$ cat src/hdl/ilsc_pkg.sv
`timescale 1ns / 1ps
`default_nettype none
// ----------------------------------------------------------------------------
// ilsc_pkg
// Shared types and constants of the two-axis iterative learning servo control
// ----------------------------------------------------------------------------
package ilsc_pkg;

   // trajectory store
   localparam int MAX_TRAJECTORY = 32;
   localparam int IDX_W          = $clog2(MAX_TRAJECTORY);
   localparam int TRAJ_W         = 6;
   localparam int CNT_W          = (IDX_W + 1 > TRAJ_W) ? IDX_W + 1 : TRAJ_W;

   // field widths
   localparam int ANGLE_IN_W  = 11;
   localparam int DRIVE_W     = 10;
   localparam int ANGLE_OUT_W = 11;
   localparam int PASS_W      = 3;
   localparam int GAIN_W      = 8;
   localparam int MGAIN_W     = 7;
   localparam int OFFSET_W    = 8;

   // configuration port
   localparam int CSR_INDEX_W = 3;
   localparam int CSR_DATA_W  = 8;

   localparam logic [CSR_INDEX_W-1:0] CSR_LEARNING_GAIN      = 3'd0;
   localparam logic [CSR_INDEX_W-1:0] CSR_PASS_LIMIT         = 3'd1;
   localparam logic [CSR_INDEX_W-1:0] CSR_TRAJECTORY_LENGTH  = 3'd2;
   localparam logic [CSR_INDEX_W-1:0] CSR_MODEL_GAIN_PERCENT = 3'd3;
   localparam logic [CSR_INDEX_W-1:0] CSR_MODEL_OFFSET       = 3'd4;

   // register reset values
   localparam logic [GAIN_W-1:0]   RST_LEARNING_GAIN = 8'd47;
   localparam logic [PASS_W-1:0]   RST_PASS_LIMIT    = 3'd5;
   localparam logic [TRAJ_W-1:0]   RST_TRAJ_LENGTH   = 6'd20;
   localparam logic [MGAIN_W-1:0]  RST_MODEL_GAIN    = 7'd60;
   localparam logic [OFFSET_W-1:0] RST_MODEL_OFFSET  = 8'd20;

   // pwm and angle limits
   localparam logic [DRIVE_W-1:0]     PWM_LOW    = 10'd500;
   localparam logic [DRIVE_W-1:0]     PWM_HIGH   = 10'd1000;
   localparam logic [ANGLE_IN_W-1:0]  ANGLE_FULL = 11'd1800;
   localparam logic [ANGLE_OUT_W-1:0] ANGLE_MAX  = 11'd2047;

   // shared multiplier
   localparam int MUL_A_W = 19;
   localparam int MUL_B_W = 21;
   localparam int PROD_W  = MUL_A_W + MUL_B_W;

   // reciprocal constants, each exact over its operand range
   // angle * 5/18 as (x * K) >> 20
   localparam logic [MUL_B_W-1:0] K_DRIVE  = 21'd291275;
   // (drive - 500) * 18/5 as (x * K) >> 16
   localparam logic [MUL_B_W-1:0] K_IDEAL  = 21'd235930;
   // x / 100 for x below 2^18 as (x * K) >> 25
   localparam logic [MUL_B_W-1:0] K_DIV100 = 21'd335545;
   // x / 100 for x below 2^19 as (x * K) >> 27
   localparam logic [MUL_B_W-1:0] K_DIVG   = 21'd1342178;

   localparam int SH_DRIVE  = 20;
   localparam int SH_IDEAL  = 16;
   localparam int SH_DIV100 = 25;
   localparam int SH_DIVG   = 27;

   // sequencer states
   typedef enum logic [10:0] {
      ST_IDLE   = 11'b000_0000_0001,
      ST_DRV    = 11'b000_0000_0010,
      ST_DRVSEL = 11'b000_0000_0100,
      ST_IDEAL  = 11'b000_0000_1000,
      ST_SCALE  = 11'b000_0001_0000,
      ST_DIV    = 11'b000_0010_0000,
      ST_ANGLE  = 11'b000_0100_0000,
      ST_GAIN   = 11'b000_1000_0000,
      ST_DIVG   = 11'b001_0000_0000,
      ST_UPD    = 11'b010_0000_0000,
      ST_OUT    = 11'b100_0000_0000
   } state_type;

endpackage : ilsc_pkg
`default_nettype wire

$ cat src/hdl/iterative_learning_servo_control.sv
`timescale 1ns / 1ps
`default_nettype none
// ----------------------------------------------------------------------------
// iterative_learning_servo_control
// Two-axis p-type iterative learning servo controller with a servo model
// ----------------------------------------------------------------------------
// An item runs from acceptance through the states ST_DRV to ST_UPD for each
// axis and then ST_OUT, which loads the result; once all passes are complete
// it goes straight to ST_OUT. The next item is taken in the cycle after the
// result loads at the earliest, so items never overlap. The work shares one
// 19 x 21 bit multiplier with a registered product: each axis runs six
// multiplications (pass-0 drive, ideal angle, model gain, divide by 100,
// learning gain, divide by 100), horizontal first, then vertical.
// req_stall is high while an item is in work. The result sits in an output
// register; the block waits only if a previous result has not been taken.
// Configuration writes are always taken (csr_ready is tied high) and should
// only be made while the block is idle.
module iterative_learning_servo_control
   import ilsc_pkg::*;
(
   input  wire logic                   clock,
   input  wire logic                   reset,
   // input items
   input  wire logic                   req_valid,
   output logic                        req_stall,
   input  wire logic [ANGLE_IN_W-1:0]  req_desired_horizontal,
   input  wire logic [ANGLE_IN_W-1:0]  req_desired_vertical,
   // result items
   output logic                        rsp_valid,
   input  wire logic                   rsp_stall,
   output logic [DRIVE_W-1:0]          rsp_drive_horizontal,
   output logic [DRIVE_W-1:0]          rsp_drive_vertical,
   output logic [ANGLE_OUT_W-1:0]      rsp_angle_horizontal,
   output logic [ANGLE_OUT_W-1:0]      rsp_angle_vertical,
   output logic                        rsp_pass_end,
   output logic [PASS_W-1:0]           rsp_pass_number,
   output logic                        rsp_finished,
   // configuration
   input  wire logic                   csr_valid,
   output logic                        csr_ready,
   input  wire logic [CSR_INDEX_W-1:0] csr_index,
   input  wire logic [CSR_DATA_W-1:0]  csr_wdata
);

   // configuration registers
   logic [GAIN_W-1:0]   learning_gain_ff;
   logic [PASS_W-1:0]   pass_limit_ff;
   logic [TRAJ_W-1:0]   traj_length_ff;
   logic [MGAIN_W-1:0]  model_gain_ff;
   logic [OFFSET_W-1:0] model_offset_ff;

   // control state
   state_type         state_ff, state_in;
   logic              axis_ff, axis_in;
   logic              item_done_ff, item_done_in;
   logic [IDX_W-1:0]  sample_index_ff, sample_index_in;
   logic [PASS_W-1:0] pass_count_ff, pass_count_in;
   logic              done_flag_ff, done_flag_in;
   logic              rsp_valid_ff, rsp_valid_in;

   // datapath registers
   logic [ANGLE_IN_W-1:0]  desired_h_ff, desired_v_ff;
   logic [DRIVE_W-1:0]     drv_ff;
   logic [ANGLE_OUT_W-1:0] angle_ff;
   logic                   err_neg_ff;
   logic [DRIVE_W-1:0]     hold_drv_h_ff;
   logic [ANGLE_OUT_W-1:0] hold_angle_h_ff;
   logic [PROD_W-1:0]      prod_ff;

   // drive tables
   logic [DRIVE_W-1:0] table_h_mem [MAX_TRAJECTORY];
   logic [DRIVE_W-1:0] table_v_mem [MAX_TRAJECTORY];
   logic [DRIVE_W-1:0] rd_h_ff, rd_v_ff;

   // output payload
   logic [DRIVE_W-1:0]     out_drv_h_ff, out_drv_v_ff;
   logic [ANGLE_OUT_W-1:0] out_angle_h_ff, out_angle_v_ff;
   logic                   out_pass_end_ff;
   logic [PASS_W-1:0]      out_pass_number_ff;
   logic                   out_finished_ff;

   // combinational
   logic                   req_accept;
   logic                   out_free;
   logic                   out_load;
   logic [ANGLE_IN_W-1:0]  desired_cur;
   logic [ANGLE_IN_W-1:0]  desired_clip;
   logic [DRIVE_W-1:0]     drv_pass0;
   logic [DRIVE_W-1:0]     drv_clamped;
   logic [DRIVE_W-1:0]     drv_span;
   logic [12:0]            angle_sum;
   logic signed [11:0]     err;
   logic signed [11:0]     err_negated;
   logic [10:0]            err_mag;
   logic [12:0]            delta;
   logic signed [14:0]     next_drv;
   logic [DRIVE_W-1:0]     new_drv;
   logic                   wr_h, wr_v;
   logic [MUL_A_W-1:0]     mul_a;
   logic [MUL_B_W-1:0]     mul_b;
   logic [CNT_W-1:0]       len_eff;
   logic [CNT_W-1:0]       idx_next;
   logic [PASS_W-1:0]      limit_eff;
   logic [PASS_W-1:0]      pass_next;
   logic                   last_sample;
   logic                   done_next;

   assign csr_ready  = 1'b1;
   assign req_stall  = (state_ff != ST_IDLE);
   assign req_accept = req_valid && !req_stall;
   assign out_free   = !rsp_valid_ff || !rsp_stall;
   assign out_load   = (state_ff == ST_OUT) && out_free;

   // configuration register writes
   always_ff @(posedge clock) begin
      if (reset) begin
         learning_gain_ff <= RST_LEARNING_GAIN;
         pass_limit_ff    <= RST_PASS_LIMIT;
         traj_length_ff   <= RST_TRAJ_LENGTH;
         model_gain_ff    <= RST_MODEL_GAIN;
         model_offset_ff  <= RST_MODEL_OFFSET;
      end else if (csr_valid && csr_ready) begin
         unique case (csr_index)
            CSR_LEARNING_GAIN:      learning_gain_ff <= csr_wdata[GAIN_W-1:0];
            CSR_PASS_LIMIT:         pass_limit_ff    <= csr_wdata[PASS_W-1:0];
            CSR_TRAJECTORY_LENGTH:  traj_length_ff   <= csr_wdata[TRAJ_W-1:0];
            CSR_MODEL_GAIN_PERCENT: model_gain_ff    <= csr_wdata[MGAIN_W-1:0];
            CSR_MODEL_OFFSET:       model_offset_ff  <= csr_wdata[OFFSET_W-1:0];
            default: ;
         endcase
      end
   end

   // per-axis arithmetic around the shared multiplier
   always_comb begin
      desired_cur  = axis_ff ? desired_v_ff : desired_h_ff;
      desired_clip = (desired_cur > ANGLE_FULL) ? ANGLE_FULL : desired_cur;
      drv_pass0    = PWM_LOW + DRIVE_W'(prod_ff[SH_DRIVE +: 9]);

      // servo model input clamp
      if (drv_ff < PWM_LOW) begin
         drv_clamped = PWM_LOW;
      end else if (drv_ff > PWM_HIGH) begin
         drv_clamped = PWM_HIGH;
      end else begin
         drv_clamped = drv_ff;
      end
      drv_span = drv_clamped - PWM_LOW;

      // modelled angle with offset, saturated
      angle_sum = 13'(prod_ff[SH_DIV100 +: 12]) + 13'(model_offset_ff);

      // tracking error as sign and magnitude
      err         = $signed({1'b0, desired_cur}) - $signed({1'b0, angle_ff});
      err_negated = -err;
      err_mag     = err[11] ? err_negated[10:0] : err[10:0];

      // learning update, clamped to the pwm range
      delta    = prod_ff[SH_DIVG +: 13];
      next_drv = err_neg_ff ? ($signed({5'b0, drv_ff}) - $signed({2'b0, delta}))
                            : ($signed({5'b0, drv_ff}) + $signed({2'b0, delta}));
      if (next_drv < $signed({5'b0, PWM_LOW})) begin
         new_drv = PWM_LOW;
      end else if (next_drv > $signed({5'b0, PWM_HIGH})) begin
         new_drv = PWM_HIGH;
      end else begin
         new_drv = next_drv[DRIVE_W-1:0];
      end

      wr_h = (state_ff == ST_UPD) && !axis_ff;
      wr_v = (state_ff == ST_UPD) && axis_ff;
   end

   // shared multiplier operand select
   always_comb begin
      mul_a = '0;
      mul_b = '0;
      unique case (state_ff)
         ST_DRV: begin
            mul_a = MUL_A_W'(desired_clip);
            mul_b = K_DRIVE;
         end
         ST_IDEAL: begin
            mul_a = MUL_A_W'(drv_span);
            mul_b = K_IDEAL;
         end
         ST_SCALE: begin
            mul_a = MUL_A_W'(prod_ff[SH_IDEAL +: 11]);
            mul_b = MUL_B_W'(model_gain_ff);
         end
         ST_DIV: begin
            mul_a = MUL_A_W'(prod_ff[17:0]);
            mul_b = K_DIV100;
         end
         ST_GAIN: begin
            mul_a = MUL_A_W'(err_mag);
            mul_b = MUL_B_W'(learning_gain_ff);
         end
         ST_DIVG: begin
            mul_a = prod_ff[MUL_A_W-1:0];
            mul_b = K_DIVG;
         end
         default: ;
      endcase
   end

   // end-of-item bookkeeping
   always_comb begin
      if (traj_length_ff == '0) begin
         len_eff = CNT_W'(1);
      end else if (CNT_W'(traj_length_ff) > CNT_W'(MAX_TRAJECTORY)) begin
         len_eff = CNT_W'(MAX_TRAJECTORY);
      end else begin
         len_eff = CNT_W'(traj_length_ff);
      end
      limit_eff   = (pass_limit_ff == '0) ? PASS_W'(1) : pass_limit_ff;
      idx_next    = CNT_W'(sample_index_ff) + CNT_W'(1);
      last_sample = (idx_next >= len_eff);
      pass_next   = pass_count_ff + PASS_W'(1);
      done_next   = last_sample && (pass_next >= limit_eff);
   end

   // sequencer
   always_comb begin
      state_in        = state_ff;
      axis_in         = axis_ff;
      item_done_in    = item_done_ff;
      sample_index_in = sample_index_ff;
      pass_count_in   = pass_count_ff;
      done_flag_in    = done_flag_ff;
      rsp_valid_in    = rsp_valid_ff && rsp_stall;

      unique case (state_ff)
         ST_IDLE: begin
            if (req_accept) begin
               axis_in      = 1'b0;
               item_done_in = done_flag_ff;
               state_in     = done_flag_ff ? ST_OUT : ST_DRV;
            end
         end
         ST_DRV:    state_in = ST_DRVSEL;
         ST_DRVSEL: state_in = ST_IDEAL;
         ST_IDEAL:  state_in = ST_SCALE;
         ST_SCALE:  state_in = ST_DIV;
         ST_DIV:    state_in = ST_ANGLE;
         ST_ANGLE:  state_in = ST_GAIN;
         ST_GAIN:   state_in = ST_DIVG;
         ST_DIVG:   state_in = ST_UPD;
         ST_UPD: begin
            if (!axis_ff) begin
               axis_in  = 1'b1;
               state_in = ST_DRV;
            end else begin
               state_in = ST_OUT;
            end
         end
         ST_OUT: begin
            if (out_free) begin
               rsp_valid_in = 1'b1;
               state_in     = ST_IDLE;
               if (!item_done_ff) begin
                  if (last_sample) begin
                     sample_index_in = '0;
                     pass_count_in   = pass_next;
                     done_flag_in    = done_next;
                  end else begin
                     sample_index_in = idx_next[IDX_W-1:0];
                  end
               end
            end
         end
         default: state_in = ST_IDLE;
      endcase
   end

   // control registers
   always_ff @(posedge clock) begin
      if (reset) begin
         state_ff        <= ST_IDLE;
         axis_ff         <= 1'b0;
         item_done_ff    <= 1'b0;
         sample_index_ff <= '0;
         pass_count_ff   <= '0;
         done_flag_ff    <= 1'b0;
         rsp_valid_ff    <= 1'b0;
      end else begin
         state_ff        <= state_in;
         axis_ff         <= axis_in;
         item_done_ff    <= item_done_in;
         sample_index_ff <= sample_index_in;
         pass_count_ff   <= pass_count_in;
         done_flag_ff    <= done_flag_in;
         rsp_valid_ff    <= rsp_valid_in;
      end
   end

   // datapath registers
   always_ff @(posedge clock) begin
      prod_ff <= PROD_W'(mul_a) * PROD_W'(mul_b);
      if (req_accept) begin
         desired_h_ff <= req_desired_horizontal;
         desired_v_ff <= req_desired_vertical;
      end
      if (state_ff == ST_DRVSEL) begin
         if (pass_count_ff == '0) begin
            drv_ff <= drv_pass0;
         end else begin
            drv_ff <= axis_ff ? rd_v_ff : rd_h_ff;
         end
      end
      if (state_ff == ST_ANGLE) begin
         angle_ff <= (angle_sum > 13'(ANGLE_MAX)) ? ANGLE_MAX : angle_sum[ANGLE_OUT_W-1:0];
      end
      if (state_ff == ST_GAIN) begin
         err_neg_ff <= err[11];
      end
      if (wr_h) begin
         hold_drv_h_ff   <= drv_ff;
         hold_angle_h_ff <= angle_ff;
      end
   end

   // drive tables, read at the current sample
   always_ff @(posedge clock) begin
      if (wr_h) begin
         table_h_mem[sample_index_ff] <= new_drv;
      end
      if (wr_v) begin
         table_v_mem[sample_index_ff] <= new_drv;
      end
      rd_h_ff <= table_h_mem[sample_index_ff];
      rd_v_ff <= table_v_mem[sample_index_ff];
   end

   // output register
   always_ff @(posedge clock) begin
      if (out_load) begin
         if (item_done_ff) begin
            out_drv_h_ff       <= '0;
            out_drv_v_ff       <= '0;
            out_angle_h_ff     <= '0;
            out_angle_v_ff     <= '0;
            out_pass_end_ff    <= 1'b0;
            out_pass_number_ff <= '0;
            out_finished_ff    <= 1'b1;
         end else begin
            out_drv_h_ff       <= hold_drv_h_ff;
            out_drv_v_ff       <= drv_ff;
            out_angle_h_ff     <= hold_angle_h_ff;
            out_angle_v_ff     <= angle_ff;
            out_pass_end_ff    <= last_sample;
            out_pass_number_ff <= pass_count_ff;
            out_finished_ff    <= done_next;
         end
      end
   end

   assign rsp_valid            = rsp_valid_ff;
   assign rsp_drive_horizontal = out_drv_h_ff;
   assign rsp_drive_vertical   = out_drv_v_ff;
   assign rsp_angle_horizontal = out_angle_h_ff;
   assign rsp_angle_vertical   = out_angle_v_ff;
   assign rsp_pass_end         = out_pass_end_ff;
   assign rsp_pass_number      = out_pass_number_ff;
   assign rsp_finished         = out_finished_ff;

endmodule : iterative_learning_servo_control
`default_nettype wire

$ cat config.mk
export PLATFORM = sky130hd
export DESIGN_NAME = iterative_learning_servo_control
export DESIGN_NICKNAME = d
export VERILOG_FILES = /design/src/hdl/ilsc_pkg.sv /design/src/hdl/iterative_learning_servo_control.sv
export SDC_FILE = /design/constraint.sdc
export NUM_CORES = 2
export LEC_CHECK = 0
export BUFFER_PORTS_ARGS = -buffer_cell sky130_fd_sc_hd__buf_4
export CORE_MARGIN = 2
export CORE_UTILIZATION = 35
export CTS_CLUSTER_DIAMETER = 120
export DETAILED_ROUTE_END_ITERATION = 8
export SKIP_LAST_GASP = 1
export SYNTH_ARGS = -nofsm -noshare
export SYNTH_HDL_FRONTEND = slang
export SYNTH_SLANG_ARGS = --single-unit
$ cat constraint.sdc
create_clock -name clock -period 9.82 [get_ports clock]
set_input_delay 0.982 -clock clock [delete_from_list [all_inputs] [get_ports clock]]
set_output_delay 0.982 -clock clock [all_outputs]
set_load 0.005 [all_outputs]
After elaboration in Yosys (flattened, before gate mapping)
Memory sizes are Yosys's and may differ from the RTL's. A register that Yosys moved wholly into a read port is not among the register bits. Index checks and enable logic that the tools add are counted.

Flip-flop bits (word level): 207. RAM bits: 640. Input bits: 38. Output and inout port bits: 50. Logic and storage cells: 122. Memories: 2.

$add $sub $neg: 9. Multipliers: 1. $lt $le $gt $ge: 9. Equality and inequality tests: 18. Mux-type cells: 29. Bitwise operators: 1. Reductions and logical operators: 26.

Memories: table_h_mem (words 32, bits a word 10, read ports 1, clocked after Yosys merged registers in 1, write ports 1, RTL line iterative_learning_servo_control.sv:71) `logic [DRIVE_W-1:0] table_h_mem [MAX_TRAJECTORY];`; table_v_mem (words 32, bits a word 10, read ports 1, clocked after Yosys merged registers in 1, write ports 1, RTL line iterative_learning_servo_control.sv:72) `logic [DRIVE_W-1:0] table_v_mem [MAX_TRAJECTORY];`.

Operators by type and width (number): $pmux W21 S6 (1); $pmux W11 S11 (1); $pmux W19 S6 (1); $mux W11 (7); $mux W10 (6); $mul A19 B21 Y40 (1); $reduce_and A2 Y1 (8); $gt A15 B11 Y1 const B (1); $lt A15 B10 Y1 const B (1); $mux W15 (1); $add A10 B13 Y14 (1); $sub A10 B13 Y14 (1); $add A12 B8 Y13 (1); $gt A13 B11 Y1 const B (1); $mux W6 (2); $sub A11 B11 Y12 (1); $eq A11 B1 Y1 const B (1); $eq A11 B10 Y1 const B (1); $eq A11 B11 Y1 const B (1); $eq A11 B2 Y1 const B (1); $eq A11 B3 Y1 const B (1); $eq A11 B4 Y1 const B (1); $eq A11 B5 Y1 const B (1); $eq A11 B6 Y1 const B (1); other kinds (32) (50).

Longest topological paths before layout
Word-level depth: 6. Depth in mapped cells: 40. Mapped depth without buffers: 35.

Worst setup path after synthesis
No wires, ideal clock.

Path type: reg-to-reg. Start: reg axis_ff. End: reg prod_ff[39]. Setup time: 0.072 ns. Arrival: 8.735 ns. Data required time: 9.748 ns. Slack: 1.012 ns. Cell stages (with the launch flop): 39. Path buffers: 3. Clock period less this slack: 8.808 ns. Cells stage by stage: dfxtp_1 clkbuf_2 buf_2 buf_1 mux2_2 inv_1 ha_1 inv_1 fa_1 a21o_1 a21oi_2 o211ai_1 xnor2_1 nand3_1 or3_4 a21oi_2 o21a_4 o21ai_2 [... 3 more ...] inv_1 fa_1 inv_1 fa_1 fa_1 inv_1 fa_1 inv_1 ha_1 a21oi_1 o21ai_0 a2111oi_0 o21ai_0 a21oi_1 o31a_1 o21bai_1 a21oi_1 xnor2_1.

Word-level cells in the longest chain between the ends: 6. Elaborated cells between the ends (all ways): 8. Classes of those cells: add/sub (2); mul (1); order compare (1); mux (4).

Ends and longest elaborated chain: from (decl) (RTL line iterative_learning_servo_control.sv:54) `logic axis_ff, axis_in;`; from (signal assigned) (RTL line iterative_learning_servo_control.sv:288) `axis_ff <= axis_in;`; $mux W11 (*) (RTL line iterative_learning_servo_control.sv:136) `desired_cur = axis_ff ? desired_v_ff : desired_h_ff;`; $sub A11 B11 Y12 (RTL line iterative_learning_servo_control.sv:154) `err = $signed({1'b0, desired_cur}) - $signed({1'b0, angle_ff});`; $neg A11 Y11 (RTL line iterative_learning_servo_control.sv:155) `err_negated = -err;`; $mux W11 (RTL line iterative_learning_servo_control.sv:156) `err_mag = err[11] ? err_negated[10:0] : err[10:0];`; $pmux W19 S6 (*) (RTL line iterative_learning_servo_control.sv:178) `unique case (state_ff)`; $mul A19 B21 Y40 (*) (RTL line iterative_learning_servo_control.sv:299) `prod_ff <= PROD_W'(mul_a) * PROD_W'(mul_b);`; to (signal assigned) (RTL line iterative_learning_servo_control.sv:299); to (decl) (RTL line iterative_learning_servo_control.sv:68) `logic [PROD_W-1:0] prod_ff;`.

Mark *: on every way between the ends. The rest lies on a longest branch, timed or not. A chain may end at the register's enable or synchronous reset.

Worst setup path in the final report
Same ends and word-level chain as after synthesis.

==> results.json <==
{
  "multiInputGateArea_um2": 20300,
  "core_area_um2": 135000,
  "fmax_mhz": 107,
  "hp-class": "in2reg",
  "end_kind": "flip-flop",
  "die_y_um": 372,
  "grt_max_degree": 116,
  "ys_warn_count": 0,
  "avgSynthCellArea_um2": 13.5,
  "num_rows": 135,
  "period_share": 0.955,
  "dieArea_um2": 139000,
  "port_buffers": 86,
  "crit_top_cell": "fa_1",
  "cp_max_fo": 15,
  "vias": 28200,
  "nFillCells": 12600,
  "status": "completed",
  "worstPathArrival_ns": 9.99,
  "drtAntennaViolNets": 0,
  "setup_slack_ns": 0.443,
  "via_per_inst": 5.11,
  "grt_pass1_vias": 29000,
  "fin_cells": 5517,
  "cp-start-kind": "flip-flop",
  "drt_iter0_markers": 2506,
  "clockBufferDepth": 3,
  "final_util": 0.397,
  "power_density_nw_per_um2": 171,
  "finClkSkew_ns": 0.0654,
  "drv_cap": 0,
  "fin_crit_ns": 9.38,
  "ir_worst_vdd_uv": 134,
  "place_inst": 5344,
  "grt_pass1_wl_mm": 186,
  "maxSlewHeadroom": 0.136,
  "worstMarginPinSlew_ns": 1.29,
  "syn_area_um2": 47500,
  "ioPinCount": 88,
  "clkLatencyLatePin_ns": 0.71,
  "fin_nets": 4200,
  "yosysUniqueCellTypes": 95,
  "cts_buffers": 93,
  "antenna_cells": 0,
  "hold_slack_ns": 0.458,
  "post-route-drc-count": 0,
  "dpl_worst_slack_ns": 0.208,
  "fin_area_um2": 53600,
  "cts.sinks": 867,
  "antenna_found_initial": 2,
  "cts_root_buf": "clkbuf_16",
  "dp_hpwl_mm": 88.1,
  "layout.area.seq_um2": 24900,
  "async_flop_share": 0,
  "ys_ff_latch": 867,
  "cts_tree": "done",
  "finalWirelength_mm": 124,
  "grt_setup_unrepaired": "true",
  "final_common_cell": "edfxtp_1",
  "place.gp.congestion": 0.951,
  "grt_usage": 0.181,
  "max_stage_delay_ns": 0.58,
  "synth_seq_area_share": 0.524,
  "worst-setup-path-type": "reg2reg",
  "synth_ff_type": "edfxtp_1",
  "r2r_slack_ns": 0.44,
  "synth_edf_count": 752,
  "cpMaxStageDelayCell": "fa_1",
  "overflow": 0,
  "postPlaceCellArea_um2": 50500,
  "synthCells": 3509,
  "die_width_um": 372,
  "final_max_slew_viol_count": 0,
  "worst-endpoint-required_ns": 10.43,
  "clk_pin_slew_ns": 0.06,
  "routedWlPerCell_um": 22.4,
  "leakage_nw": 20.9,
  "areaGrowthSynthToFinish_pct": 12.9,
  "ctsHoldBuffers": 0,
  "start_util": 0.351,
  "firstDrtPassIters": 5,
  "setup_viol": 0,
  "h-tree-depth": 3,
  "hold_viol": 0,
  "layout_common_cells": "edfxtp_1, inv_1, fa_1",
  "drive_gt1_frac": 0.143
}
[state kept, by name (all words and copies together), names as in the netlist, 11 cells and up]
| register | flops |
|---|---|
| table_h_mem | 320 |
| table_v_mem | 320 |
| prod_ff | 40 |
| angle_ff | 11 |
| desired_h_ff | 11 |
| desired_v_ff | 11 |
| hold_angle_h_ff | 11 |
| rsp_angle_horizontal | 11 |
| rsp_angle_vertical | 11 |
| state_ff | 11 |
[final cells by class]
cell class | instances | area share
sequential | 867 | 0.465
multi-input combinational | 2026 | 0.379
timing repair buffer | 141 | 0.0202
inverter | 535 | 0.0375
clock inverter | 55 | 0.0115
clock buffer | 112 | 0.0453
tap | 1781 | 0.0416
[power breakdown]
part	leakage, nW	switching (W)	internal (W)
Clock	1.48	0.00152	0.00197
Sequential	8.17	0.000109	0.00428
Combinational	11.3	0.000866	0.000413
[worst max-delay path, delay by kind of cell, from the launching register on]
| family | cells | cell delay (ns) |
|---|---|---|
| and+or+nand+nor | 3 | 0.52 |
| adders and majority gates | 9 | 4.02 |
| AOI/OAI and AO/OA | 11 | 2.77 |
| xor gates and xnor gates | 3 | 0.69 |
| DFF | 1 | 0.52 |
| buffers and inverters | 6 | 0.33 |
| muxes | 1 | 0.42 |
[logic make-up (layout without fill, tap and decap cells)]
| kind of cell | after synthesis | count (layout) | synth area share |
|---|---|---|---|
| flip-flops | 867 | 867 | 0.524 |
| multiplexers | 229 | 229 | 0.0916 |
| other | 2 | 42 | 0.000158 |
| buffers and inverters | 656 | 843 | 0.0534 |
| AND/OR/NAND/NOR | 794 | 794 | 0.0795 |
| XOR/XNOR | 80 | 80 | 0.0148 |
| AO/OA/AOI/OAI | 383 | 383 | 0.0566 |
| adder cells (fa/ha/maj) | 498 | 498 | 0.180 |
[metrics by stage]
step / total power [W] / TNS (ns)
floorplan: 0.00525 / 0
global placement: 0.00572 / 0
detailed placement: 0.00574 / 0
CTS: 0.00924 / 0
global route: 0.00952 / -0.0146
finish: 0.00916 / 0
[Yosys cell counts, types with 14 or more instances]
cell,number,area (µm²)
xor2_1,21,184
o21bai_1,14,105
buf_1,15,56.3
a211oi_1,23,173
a22oi_1,15,113
o221ai_1,18,158
mux2i_1,53,531
fa_1,308,6170
a21o_1,22,165
o21a_1,15,113
nor3_1,18,90.1
clkbuf_1,64,240
nand2_1,235,882
nor2b_1,50,313
a22o_1,14,123
nor2_1,258,968
xnor2_1,59,517
nand3_1,39,195
nand2b_1,33,206
a21oi_1,108,541
dfxtp_1,115,2300
inv_1,531,1990
and2_1,70,438
edfxtp_1,752,22600
or2_2,16,100
mux4_2,163,3670
buf_2,34,170
ha_1,190,2380
o21ai_0,40,200
[path summary, 6_finish.rpt]
kind                           start                  to  depth (start not counted)
max                          axis_ff         prod_ff[39]                         33
min reg2reg              angle_ff[5]  hold_angle_h_ff[5]                          0
max reg2reg                  axis_ff         prod_ff[39]                         33
min          req_desired_vertical[2]     desired_v_ff[2]                          1
[metal layers]
metal / global-route usage / part of all wire / vias up
li1: - / - / 12500
met5: 0 / 0.00011 / -
met4: 0.0579 / 0.032 / 2
met3: 0.0306 / 0.063 / 205
met1: 0.245 / 0.43 / 14500
met2: 0.295 / 0.48 / 918
[what timing repair did]
item,in CTS,in global routing
buffers inserted,0,6
endpoints found under the setup margin,0,13
resized for setup,0,6
Power figures use the tool's default switching activity.
